===== src/hdl/assert_macros.svh =====
// Assertion macros shared by the RTL files.
`ifndef ASSERT_MACROS_SVH
`define ASSERT_MACROS_SVH

// Check a property on every rising clock edge outside reset.
`define ASSERT_PROP(name, clk, rst_n, prop, msg) \
    name: assert property (@(posedge clk) disable iff (!rst_n) prop) else $error(msg);

// Check that an expression never holds outside reset.
`define ASSERT_NEVER(name, clk, rst_n, expr, msg) \
    `ASSERT_PROP(name, clk, rst_n, !(expr), msg)

`endif


===== src/hdl/bdw_pkg.sv =====
// Shared constants and controller/datapath interface types for the word divider.
package bdw_pkg;

    // Width of every payload field on the ports
    localparam int FIELD_BITS = 32;

    // Default working word width
    localparam int WORD_BITS_DEF = 32;

    // Commands from the controller to the datapath
    typedef struct packed {
        logic load;      // capture the accepted word and set up the division
        logic step;      // run one restoring division step
        logic out_load;  // move the finished result into the output register
    } bdw_cmd_t;

    // Status from the datapath to the controller
    typedef struct packed {
        logic long_div;  // incoming item needs the double-length pass
    } bdw_status_t;

endpackage


===== src/hdl/bdw_ctrl.sv =====
// Controller for the word divider: handshakes, step counter and state machine.
`include "assert_macros.svh"

module bdw_ctrl
    import bdw_pkg::*;
#(
    parameter int WORD_BITS = WORD_BITS_DEF
)
(
    input  logic        clk,
    input  logic        rst_n,
    input  logic        s_tvalid,
    output logic        s_tready,
    output logic        m_tvalid,
    input  logic        m_tready,
    input  bdw_status_t status,
    output bdw_cmd_t    cmd
);

    localparam int CNT_W = $clog2(2 * WORD_BITS + 1);
    localparam logic [CNT_W-1:0] CNT_SHORT = CNT_W'(WORD_BITS);
    localparam logic [CNT_W-1:0] CNT_LONG  = CNT_W'(2 * WORD_BITS);
    localparam logic [CNT_W-1:0] CNT_ONE   = CNT_W'(1);

    typedef enum logic [2:0] {
        S_IDLE = 3'b001,
        S_RUN  = 3'b010,
        S_DONE = 3'b100
    } state_t;

    state_t           state_reg, state_next;
    logic [CNT_W-1:0] cnt_reg, cnt_next;
    logic             m_tvalid_reg, m_tvalid_next;
    logic             out_free;

    assign s_tready = (state_reg == S_IDLE);
    assign m_tvalid = m_tvalid_reg;
    assign out_free = !m_tvalid_reg || m_tready;

    // Sequence one item: accept, iterate, hand over to the output register
    always_comb
    begin
        state_next   = state_reg;
        cnt_next     = cnt_reg;
        cmd.load     = 1'b0;
        cmd.step     = 1'b0;
        cmd.out_load = 1'b0;
        unique case (state_reg)
            S_IDLE:
            begin
                if (s_tvalid)
                begin
                    cmd.load   = 1'b1;
                    cnt_next   = status.long_div ? CNT_LONG : CNT_SHORT;
                    state_next = S_RUN;
                end
            end
            S_RUN:
            begin
                cmd.step = 1'b1;
                cnt_next = cnt_reg - CNT_ONE;
                if (cnt_reg == CNT_ONE)
                begin
                    state_next = S_DONE;
                end
            end
            S_DONE:
            begin
                if (out_free)
                begin
                    cmd.out_load = 1'b1;
                    state_next   = S_IDLE;
                end
            end
            default:
            begin
                state_next = S_IDLE;
            end
        endcase
    end

    // Set valid on a new result, drop it once the transaction completes
    always_comb
    begin
        if (cmd.out_load)
        begin
            m_tvalid_next = 1'b1;
        end
        else if (m_tready)
        begin
            m_tvalid_next = 1'b0;
        end
        else
        begin
            m_tvalid_next = m_tvalid_reg;
        end
    end

    // Hold control state
    always_ff @(posedge clk or negedge rst_n)
    begin
        if (!rst_n)
        begin
            state_reg    <= S_IDLE;
            cnt_reg      <= '0;
            m_tvalid_reg <= 1'b0;
        end
        else
        begin
            state_reg    <= state_next;
            cnt_reg      <= cnt_next;
            m_tvalid_reg <= m_tvalid_next;
        end
    end

    `ASSERT_NEVER(a_no_overwrite, clk, rst_n, cmd.out_load && m_tvalid_reg && !m_tready,
        "pending result overwritten")
    `ASSERT_PROP(a_accept_runs, clk, rst_n, (s_tvalid && s_tready) |=> (state_reg == S_RUN),
        "accepted item did not start iterating")
    `ASSERT_NEVER(a_run_count, clk, rst_n, (state_reg == S_RUN) && (cnt_reg == '0),
        "iteration with empty step count")

endmodule


===== src/hdl/bdw_datapath.sv =====
// Datapath for the word divider: held divisor, running remainder and restoring step.
`include "assert_macros.svh"

module bdw_datapath
    import bdw_pkg::*;
#(
    parameter int WORD_BITS = WORD_BITS_DEF
)
(
    input  logic                  clk,
    input  logic                  rst_n,
    input  bdw_cmd_t              cmd,
    output bdw_status_t           status,
    input  logic [FIELD_BITS-1:0] dividend_word,
    input  logic                  first_word,
    input  logic                  last_word,
    input  logic [FIELD_BITS-1:0] divisor_in,
    input  logic [FIELD_BITS-1:0] carry_in,
    output logic [FIELD_BITS-1:0] quotient_word,
    output logic [FIELD_BITS-1:0] remainder_out,
    output logic                  last_out
);

    localparam int W = WORD_BITS;

    logic [W-1:0]   div_reg, div_next;
    logic [W-1:0]   rem_reg, rem_next;
    logic [2*W-1:0] sh_reg, sh_next;
    logic [W-1:0]   q_reg, q_next;
    logic           last_reg, last_next;
    logic [W-1:0]   q_out_reg, rem_out_reg;
    logic           last_out_reg;

    logic [W-1:0]   word_w, div_w, carry_w, div_fix;
    logic           long_div;
    logic [W:0]     trial, diff;
    logic           ge;

    // Take the low word bits of the inputs; a zero divisor counts as one
    assign word_w   = dividend_word[W-1:0];
    assign div_w    = divisor_in[W-1:0];
    assign carry_w  = carry_in[W-1:0];
    assign div_fix  = (div_w == '0) ? W'(1) : div_w;
    assign long_div = first_word && (carry_w >= div_fix);
    assign status.long_div = long_div;

    // One restoring step: shift in the next dividend bit, subtract if it fits
    assign trial = {rem_reg, sh_reg[2*W-1]};
    assign diff  = trial - {1'b0, div_reg};
    assign ge    = (trial >= {1'b0, div_reg});

    always_comb
    begin
        div_next  = div_reg;
        rem_next  = rem_reg;
        sh_next   = sh_reg;
        q_next    = q_reg;
        last_next = last_reg;
        if (cmd.load)
        begin
            last_next = last_word;
            q_next    = '0;
            if (first_word)
            begin
                div_next = div_fix;
            end
            if (long_div)
            begin
                // Carry-in not below the divisor: divide the full double word
                rem_next = '0;
                sh_next  = {carry_w, word_w};
            end
            else
            begin
                rem_next = first_word ? carry_w : rem_reg;
                sh_next  = {word_w, {W{1'b0}}};
            end
        end
        else if (cmd.step)
        begin
            rem_next = ge ? diff[W-1:0] : trial[W-1:0];
            sh_next  = {sh_reg[2*W-2:0], 1'b0};
            q_next   = {q_reg[W-2:0], ge};
        end
    end

    // Hold divisor and remainder across items
    always_ff @(posedge clk or negedge rst_n)
    begin
        if (!rst_n)
        begin
            div_reg <= W'(1);
            rem_reg <= '0;
        end
        else
        begin
            div_reg <= div_next;
            rem_reg <= rem_next;
        end
    end

    // Working and output payload registers
    always_ff @(posedge clk)
    begin
        sh_reg   <= sh_next;
        q_reg    <= q_next;
        last_reg <= last_next;
        if (cmd.out_load)
        begin
            q_out_reg    <= q_reg;
            rem_out_reg  <= rem_reg;
            last_out_reg <= last_reg;
        end
    end

    assign quotient_word = FIELD_BITS'(q_out_reg);
    assign remainder_out = FIELD_BITS'(rem_out_reg);
    assign last_out      = last_out_reg;

    `ASSERT_PROP(a_rem_below_div, clk, rst_n, cmd.out_load |-> (rem_reg < div_reg),
        "remainder not below divisor at result")

endmodule


===== src/hdl/bignum_divide_by_word.sv =====
// Top level of the multiprecision divider by one word.
//
//  channel  dir  tdata (low bit up)                          tuser       tlast
//  s_*      in   dividend_word, divisor_in, carry_in (96b)   first_word  last_word
//  m_*      out  quotient_word, remainder_out (64b)          -           last_out
//
// The accepting edge loads an item, one restoring step per quotient bit follows, and then
// the result moves into the output register; the next item is accepted only after that
// handover. A first word whose carry-in is not below the divisor runs 2 * WORD_BITS steps.
// Reset gives divisor one and remainder zero; the input is ready at once.
// A stalled output holds its result while the next item is accepted and divided;
// that item waits for the output register to free before it is handed over.
module bignum_divide_by_word
    import bdw_pkg::*;
#(
    parameter int WORD_BITS = WORD_BITS_DEF
)
(
    input  logic        clk,
    input  logic        rst_n,
    input  logic        s_tvalid,
    output logic        s_tready,
    input  logic [95:0] s_tdata,   // dividend_word, divisor_in, carry_in
    input  logic        s_tuser,   // first_word
    input  logic        s_tlast,
    output logic        m_tvalid,
    input  logic        m_tready,
    output logic [63:0] m_tdata,   // quotient_word, remainder_out
    output logic        m_tlast
);

    bdw_cmd_t    cmd;
    bdw_status_t status;

    logic [FIELD_BITS-1:0] quotient_word;
    logic [FIELD_BITS-1:0] remainder_out;

    bdw_ctrl #(
        .WORD_BITS (WORD_BITS)
    ) u_ctrl (
        .clk      (clk),
        .rst_n    (rst_n),
        .s_tvalid (s_tvalid),
        .s_tready (s_tready),
        .m_tvalid (m_tvalid),
        .m_tready (m_tready),
        .status   (status),
        .cmd      (cmd)
    );

    bdw_datapath #(
        .WORD_BITS (WORD_BITS)
    ) u_datapath (
        .clk           (clk),
        .rst_n         (rst_n),
        .cmd           (cmd),
        .status        (status),
        .dividend_word (s_tdata[31:0]),
        .first_word    (s_tuser),
        .last_word     (s_tlast),
        .divisor_in    (s_tdata[63:32]),
        .carry_in      (s_tdata[95:64]),
        .quotient_word (quotient_word),
        .remainder_out (remainder_out),
        .last_out      (m_tlast)
    );

    assign m_tdata = {remainder_out, quotient_word};

endmodule


===== config.mk =====
export PLATFORM = sky130hd
export DESIGN_NAME = bignum_divide_by_word
export DESIGN_NICKNAME = d
export VERILOG_FILES = /design/src/hdl/bdw_pkg.sv /design/src/hdl/bdw_ctrl.sv /design/src/hdl/bdw_datapath.sv /design/src/hdl/bignum_divide_by_word.sv
export VERILOG_INCLUDE_DIRS = /design/src /design/src/hdl
export SDC_FILE = /design/constraint.sdc
export NUM_CORES = 1
export LEC_CHECK = 0
export BUFFER_PORTS_ARGS = -buffer_cell sky130_fd_sc_hd__buf_2
export CORE_UTILIZATION = 35
export CTS_CLUSTER_SIZE = 10
export DETAILED_ROUTE_END_ITERATION = 8
export SLEW_MARGIN = 20
export SYNTH_ARGS = -nofsm -noshare
export SYNTH_HDL_FRONTEND = slang
export SYNTH_SLANG_ARGS = --single-unit

===== constraint.sdc =====
create_clock -name clk -period 11.05 [get_ports clk]
set_input_delay 1.105 -clock clk [delete_from_list [all_inputs] [get_ports clk]]
set_output_delay 1.105 -clock clk [all_outputs]
set_load 0.05 [all_outputs]

==> metrics.txt, run 1 <==
Detail Route Antenna Nets=0; Final #Nets=around 1500; endpoints failing setup=0; mux contribution to synthesized area=2.974%; dpl hpwl=24200 um; outcome=complete, no violations; Buffers on Ports=roughly 170; number of global-route vias before repair=roughly 9000; Synth Instances=1200; drt pass-1 iters=6; Synth Net Count=around 1400; Max IR drop VDD=approximately 0.15 mV; Clock Sinks=237; RSZ-0062 raised after global routing=false; Congestion Overflow GR=0; Worst path max stage delay=slightly below 800 ps; Setup Total Neg Slack=0 ps; die area=approximately 0.035 sq mm; Post-synth top flop=edfxtp_1; TritonCTS buffer count=28; sequential cell area fraction in the yosys report=between 50 and 60%; LEAKAGE=roughly 6.1 nW; CP Capture Type=flop; number of setup buffers added after CTS=0; slowest stage cell, crit path=a211o_2; Compound-Gate Fraction of Synth Area=about 18%; Adder-Cell Fraction of Synth Area=~7%; CP Max Fanout=36; Final Hold Viols=0; main combinational cell family by area after synthesis=compound AO/OA/AOI/OAI gates; ys async rst share=about a third; Max-Cap Viols=0; number of flip-flops in the largest register=between 60 and 70; H-tree lvl count=1; Power Dens Cells=roughly 300 mW/mm^2; largest net degree at the start of global routing=roughly 110; DRT iter0 DRCs=roughly 740; share of cells above drive strength 1=between 15 and 20%; Hold Path Class=primary input to async pin; Hold-fix buffers, CTS=0; CTS tree=yes; Arrival @ worst endpoint=between 5000 and 6000 ps; core box area=approximately 0.034 sq mm; FP Rows=67; routed wire length=34000 um; Die H=~190 um; worst path cell trace=buf_2, nor4_1, nand4_1, o21bai_1, ha_1, nor3b_1, o21ai_0, a211oi_1, o211a_1, a211o_2, and2_2, and3_1, a21oi_1, o211ai_1; maximum clock path buffer count=3; first-pass GRT wire length=about 52000 um; Util after Layout=42.17%; CP Class=primary input to flop; Pins Over Slew Limit=0; # IOs=approximately 170; initial antenna violation count=0; R2R setup slack=between 7000 and 8000 ps; Syn Area/Cell=10.10 sq um; routed via count=9577; f_max=0.2016 GHz; post-DR wirelength/cell=18.69 um; Worst EP required=approximately 12000 ps; CTS Root Cell=clkbuf_16; warnings from Yosys=0; Distinct cells, synth=a little under 60; clock-pin slew on the worst setup and hold paths=about 60 ps; post-CTS resize count=0; average vias per placed instance=5.265; final critical-path share of the clock period=between 40% and 50%; XOR/XNOR Fraction of Synth Area=slightly below 2%; clk_skew=about 19 ps; clk_lat worst skew=~550 ps; startpoint types=primary input; Horiz. Die Dim=between 150 and 200 um; Post-synth EDFFs=130; Synth Register Bits=roughly 240; Total GRT Usage=a little under a fifth; Routability Congestion=between 0.8 and 0.9; area growth from synthesis to layout=17.59%; Post-route DRC=0; CP bufs+invs=1; Largest delay share family, worst path=simple AND/OR/NAND/NOR gates; Initial Util=around 36%; Synth Area in Simple Gates=between 10% and 20%; actual slew at the worst max-slew pin=between 1000 and 1500 ps; Syn Std Cell Area=~0.012 sq mm; crit path time final=approximately 5000 ps; relative slew slack=a little under a third
-- placed cells by master (no fill, tap or decap), types with 19 or more instances in the layout --
cell type,n
nor3_1,26
a21o_1,19
a211oi_1,22
mux2i_1,36
clkbuf_1,19
ha_1,66
clkbuf_16,29
dfrtp_1,73
edfxtp_1,130
nor2_1,66
inv_1,76
buf_2,167
dfxtp_1,32
a22o_1,32
o21ai_0,130
nand2_1,163
a21oi_1,79
-- metrics by stage --
stage	hold slack (ps)	instances	instance area [sq um]	power, mW	setup slack [ps]
floorplan	400.3	1200	12120	2.891	6620
global placement	402.2	1766	13390	3.384	5092
detailed placement	407.4	1766	13400	3.398	5333
CTS	374.4	1818	14240	4.274	5869
global route	386.3	1818	14240	4.565	5869
finish	384.0	1819	14250	4.263	6089
-- where the power goes --
| part | internal, mW | switching [mW] | leakage, nW |
|---|---|---|---|
| Combinational | 0.755 | 1.23 | 3.32 |
| Clock | 0.505 | 0.356 | 0.405 |
| Sequential | 1.27 | 0.150 | 2.38 |
| Total | 2.53 | 1.74 | 6.10 |
-- routing by layer --
| metal | GRT usage (%) | vias up | wire [um] |
|---|---|---|---|
| li1 | - | 4639 | - |
| met1 | 26.92 | 4557 | 15350 |
| met2 | 30.26 | 336 | 15340 |
| met3 | 2.920 | 45 | 2437 |
| met4 | 5.066 | 0 | 872 |
| met5 | 0 | - | 0 |
-- cell families after synthesis --
logic type,Yosys count
mux,36
fa+ha+maj,67
xor+xnor,27
buf+inv,137
simple gates,347
flops,237
compound gates,349
-- area by class of cell --
type / count / area, sq um
timing repair buffer: 178 / 918.4
antenna: 1 / 2.502
inverter: 77 / 289.0
clock inverter: 1 / 5.005
tap: 448 / 560.5
multi-input combinational: 826 / 5209
sequential: 237 / 6424
clock buffer: 51 / 838.3
fill: 3305 / 19540
-- worst paths after layout --
check,start,end,depth (start not counted)
max reg2reg,u_ctrl.state_reg[0],u_datapath.rem_reg[29],9
min in group clk,u_datapath.last_reg,u_datapath.last_out,0
min,rst_n,u_datapath.div_reg[19],1
max,s_tdata[57],u_datapath.rem_reg[24],14
min reg2reg,u_datapath.last_reg,u_datapath.last_out,0
max in group asynchronous,rst_n,u_ctrl.m_tvalid,2
-- synth_stat cells, types with 8 or more instances --
master,count,share of area [%]
mux2i_1,36,3.0
a31oi_1,11,0.57
a211oi_1,22,1.4
edfxtp_1,130,32
nand3_1,16,0.66
dfrtp_1,73,15
o21bai_1,9,0.56
dfxtp_1,32,5.3
buf_2,10,0.41
a21o_1,19,1.2
nor2_1,69,2.1
a22o_1,32,2.3
a21oi_1,79,3.3
nand2b_1,8,0.41
nor3_1,26,1.1
and3_1,11,0.57
nor4_1,14,0.72
nand2_1,165,5.1
xor2_1,9,0.65
o21ai_0,130,5.4
ha_1,66,6.8
clkbuf_1,44,1.4
inv_1,77,2.4
xnor2_1,18,1.3
nand4_1,11,0.57
No activity file was read; power rests on OpenSTA's default activity.
==> run 2: changes to the inputs <==
- clock period: 11.05 -> 4.5 ns (I/O delays scaled with it)
==> run 2 against run 1 <==
Wire length increased by 0.96%. Global-route usage increased by 0.22 points. Combinational power increased by 150%. Largest cell class unchanged. Hold slack got worse by 270 ps. Largest power group unchanged.
==> metrics.txt, run 2 (synthesized netlist as in run 1, its figures left out) <==
post-DR wirelength/cell=about 19 um; routed wire length=approximately 34000 um; relative slew slack=33.77%; CP bufs+invs=1; routed via count=approximately 10000; average vias per placed instance=between 5 and 6; Initial Util=between 30% and 40%; drt pass-1 iters=5; most frequent cells in the layout=buf_2, nand2_1, o21ai_0, edfxtp_1, a21oi_1; FILL cells=between 3000 and 4000; Worst path max stage delay=440 ps; Pins Over Slew Limit=0; first-pass GRT wire length=between 50000 and 60000 um; Clock Sinks=around 240; DRT iter0 DRCs=roughly 750; # IOs=~170; clock-pin slew on the worst setup and hold paths=60 ps; final instance area=between 0.01 and 0.015 sq mm; Setup Total Neg Slack=0 ps; actual slew at the worst max-slew pin=993.5 ps; CP Class=flop to flop; CP Capture Type=flop; Arrival @ worst endpoint=approximately 3900 ps; total power=between 10 and 15 mW; worst path cell trace=ha_1, a21o_1, a22o_1, a41o_1, o31ai_4, a31oi_1, a311oi_4, buf_4, nor2_1, a211oi_1, nor3_1; startpoint types=flop; number of global-route vias before repair=about 9300; Routability Congestion=about 0.9; Final Hold Viols=0; CTS tree=yes; FP Rows=67; PnR worst setup slack=about 1100 ps; outcome=complete, no violations; Die H=roughly 190 um; area growth from synthesis to layout=18.76%; Detail Route Antenna Nets=0; CP Max Fanout=33; die area=around 0.035 sq mm; initial antenna violation count=2; TritonCTS buffer count=29; clk_lat worst skew=between 500 and 600 ps; maximum clock path buffer count=3; share of cells above drive strength 1=approximately 17%; Final #Nets=roughly 1500; post-CTS resize count=0; core box area=roughly 0.034 sq mm; Buffers on Ports=between 150 and 200; slowest stage cell, crit path=dfrtp_1; Post-route DRC=0; LEAKAGE=about 6.2 nW; final critical-path share of the clock period=76.59%; Max IR drop VDD=between 0.3 and 0.4 mV; largest net degree at the start of global routing=106; Hold Path Class=primary input to flop; Power Dens Cells=between 700 and 800 mW/mm^2; worst slack, placed=just under 900 ps; Horiz. Die Dim=around 190 um; f_max=approximately 0.29 GHz; Largest delay share family, worst path=compound AO/OA/AOI/OAI gates; Congestion Overflow GR=0; CTS Root Cell=clkbuf_16; Worst EP required=around 4900 ps; DP Area=around 0.014 sq mm; H-tree lvl count=1; most common cell after layout, fill and taps aside=buf_2; RSZ-0062 raised after global routing=false; dpl hpwl=24740 um; crit path time final=approximately 3400 ps; Max-Cap Viols=0; clk_skew=between 15 and 20 ps; Total GRT Usage=19.26%; endpoints failing setup=0; number of flip-flops in the largest register=64
==> run 2: routing by layer <==
layer / up-vias / global-route usage [%] / routed length [um]
met1: 4680 / 26.96 / 15470
li1: 4674 / - / -
met4: 0 / 5.879 / 986
met3: 50 / 3.631 / 2473
met5: - / 0 / 0
met2: 361 / 30.06 / 15390
==> run 2: per-stage QoR <==
| step | std cells | util, % | hold slack [ps] |
|---|---|---|---|
| CTS | 1831 | 42.57 | 91.30 |
| finish | 1834 | 42.59 | 118.1 |
| global route | 1833 | 42.58 | 98.11 |
| global placement | 1777 | 39.97 | 403.7 |
| floorplan | 1200 | - | 154.4 |
| detailed placement | 1777 | 39.97 | 417.2 |
==> run 2: what timing repair did <==
action,CTS,global route
hold endpoints to repair,47,0
hold buffers,1,0
buffers inserted,0,0
==> run 2: cell type report <==
class | count | area [sq um] | area share (%)
Multi-Input combinational cell | 826 | 5192 | 36.09
Antenna cell | 3 | 7.507 | 0.05217
Inverter | 77 | 289.0 | 2.009
Tap cell | 448 | 560.5 | 3.896
Clock inverter | 2 | 38.79 | 0.2696
Clock buffer | 51 | 828.3 | 5.757
Sequential cell | 237 | 6424 | 44.64
Timing Repair Buffer | 190 | 1049 | 7.287
==> run 2: worst register-to-register path, cell delays in order, from the launching register on <==
cell and delay (ps):
dfrtp_1 440, ha_1 400, a21o_1 240, a22o_1 270, a41o_1 290, o31ai_4 250
a31oi_1 240, a311oi_4 350, buf_4 400, nor2_1 110, a211oi_1 250, nor3_1 80
==> run 2: final timing paths <==
kind	startpoint	end	slack [ps]	cells past startpoint
max in group asynchronous	rst_n	u_ctrl.state_reg[0]	3090	3
worst max-delay path	u_datapath.rem_reg[5]	u_datapath.rem_reg[8]	1050	11
worst max register to register	u_datapath.rem_reg[5]	u_datapath.rem_reg[8]	1050	11
worst min-delay path	s_tlast	u_datapath.last_reg	120	1
worst min register to register	u_datapath.last_reg	u_datapath.last_out	420	0
min in group asynchronous	rst_n	u_datapath.div_reg[13]	490	2
==> run 2: power breakdown <==
part	leakage, nW	switching (mW)	internal [mW]	total (mW)
logic	3.39	3.02	1.89	4.92
registers	2.38	0.351	3.11	3.46
clock network	0.414	0.865	1.29	2.15
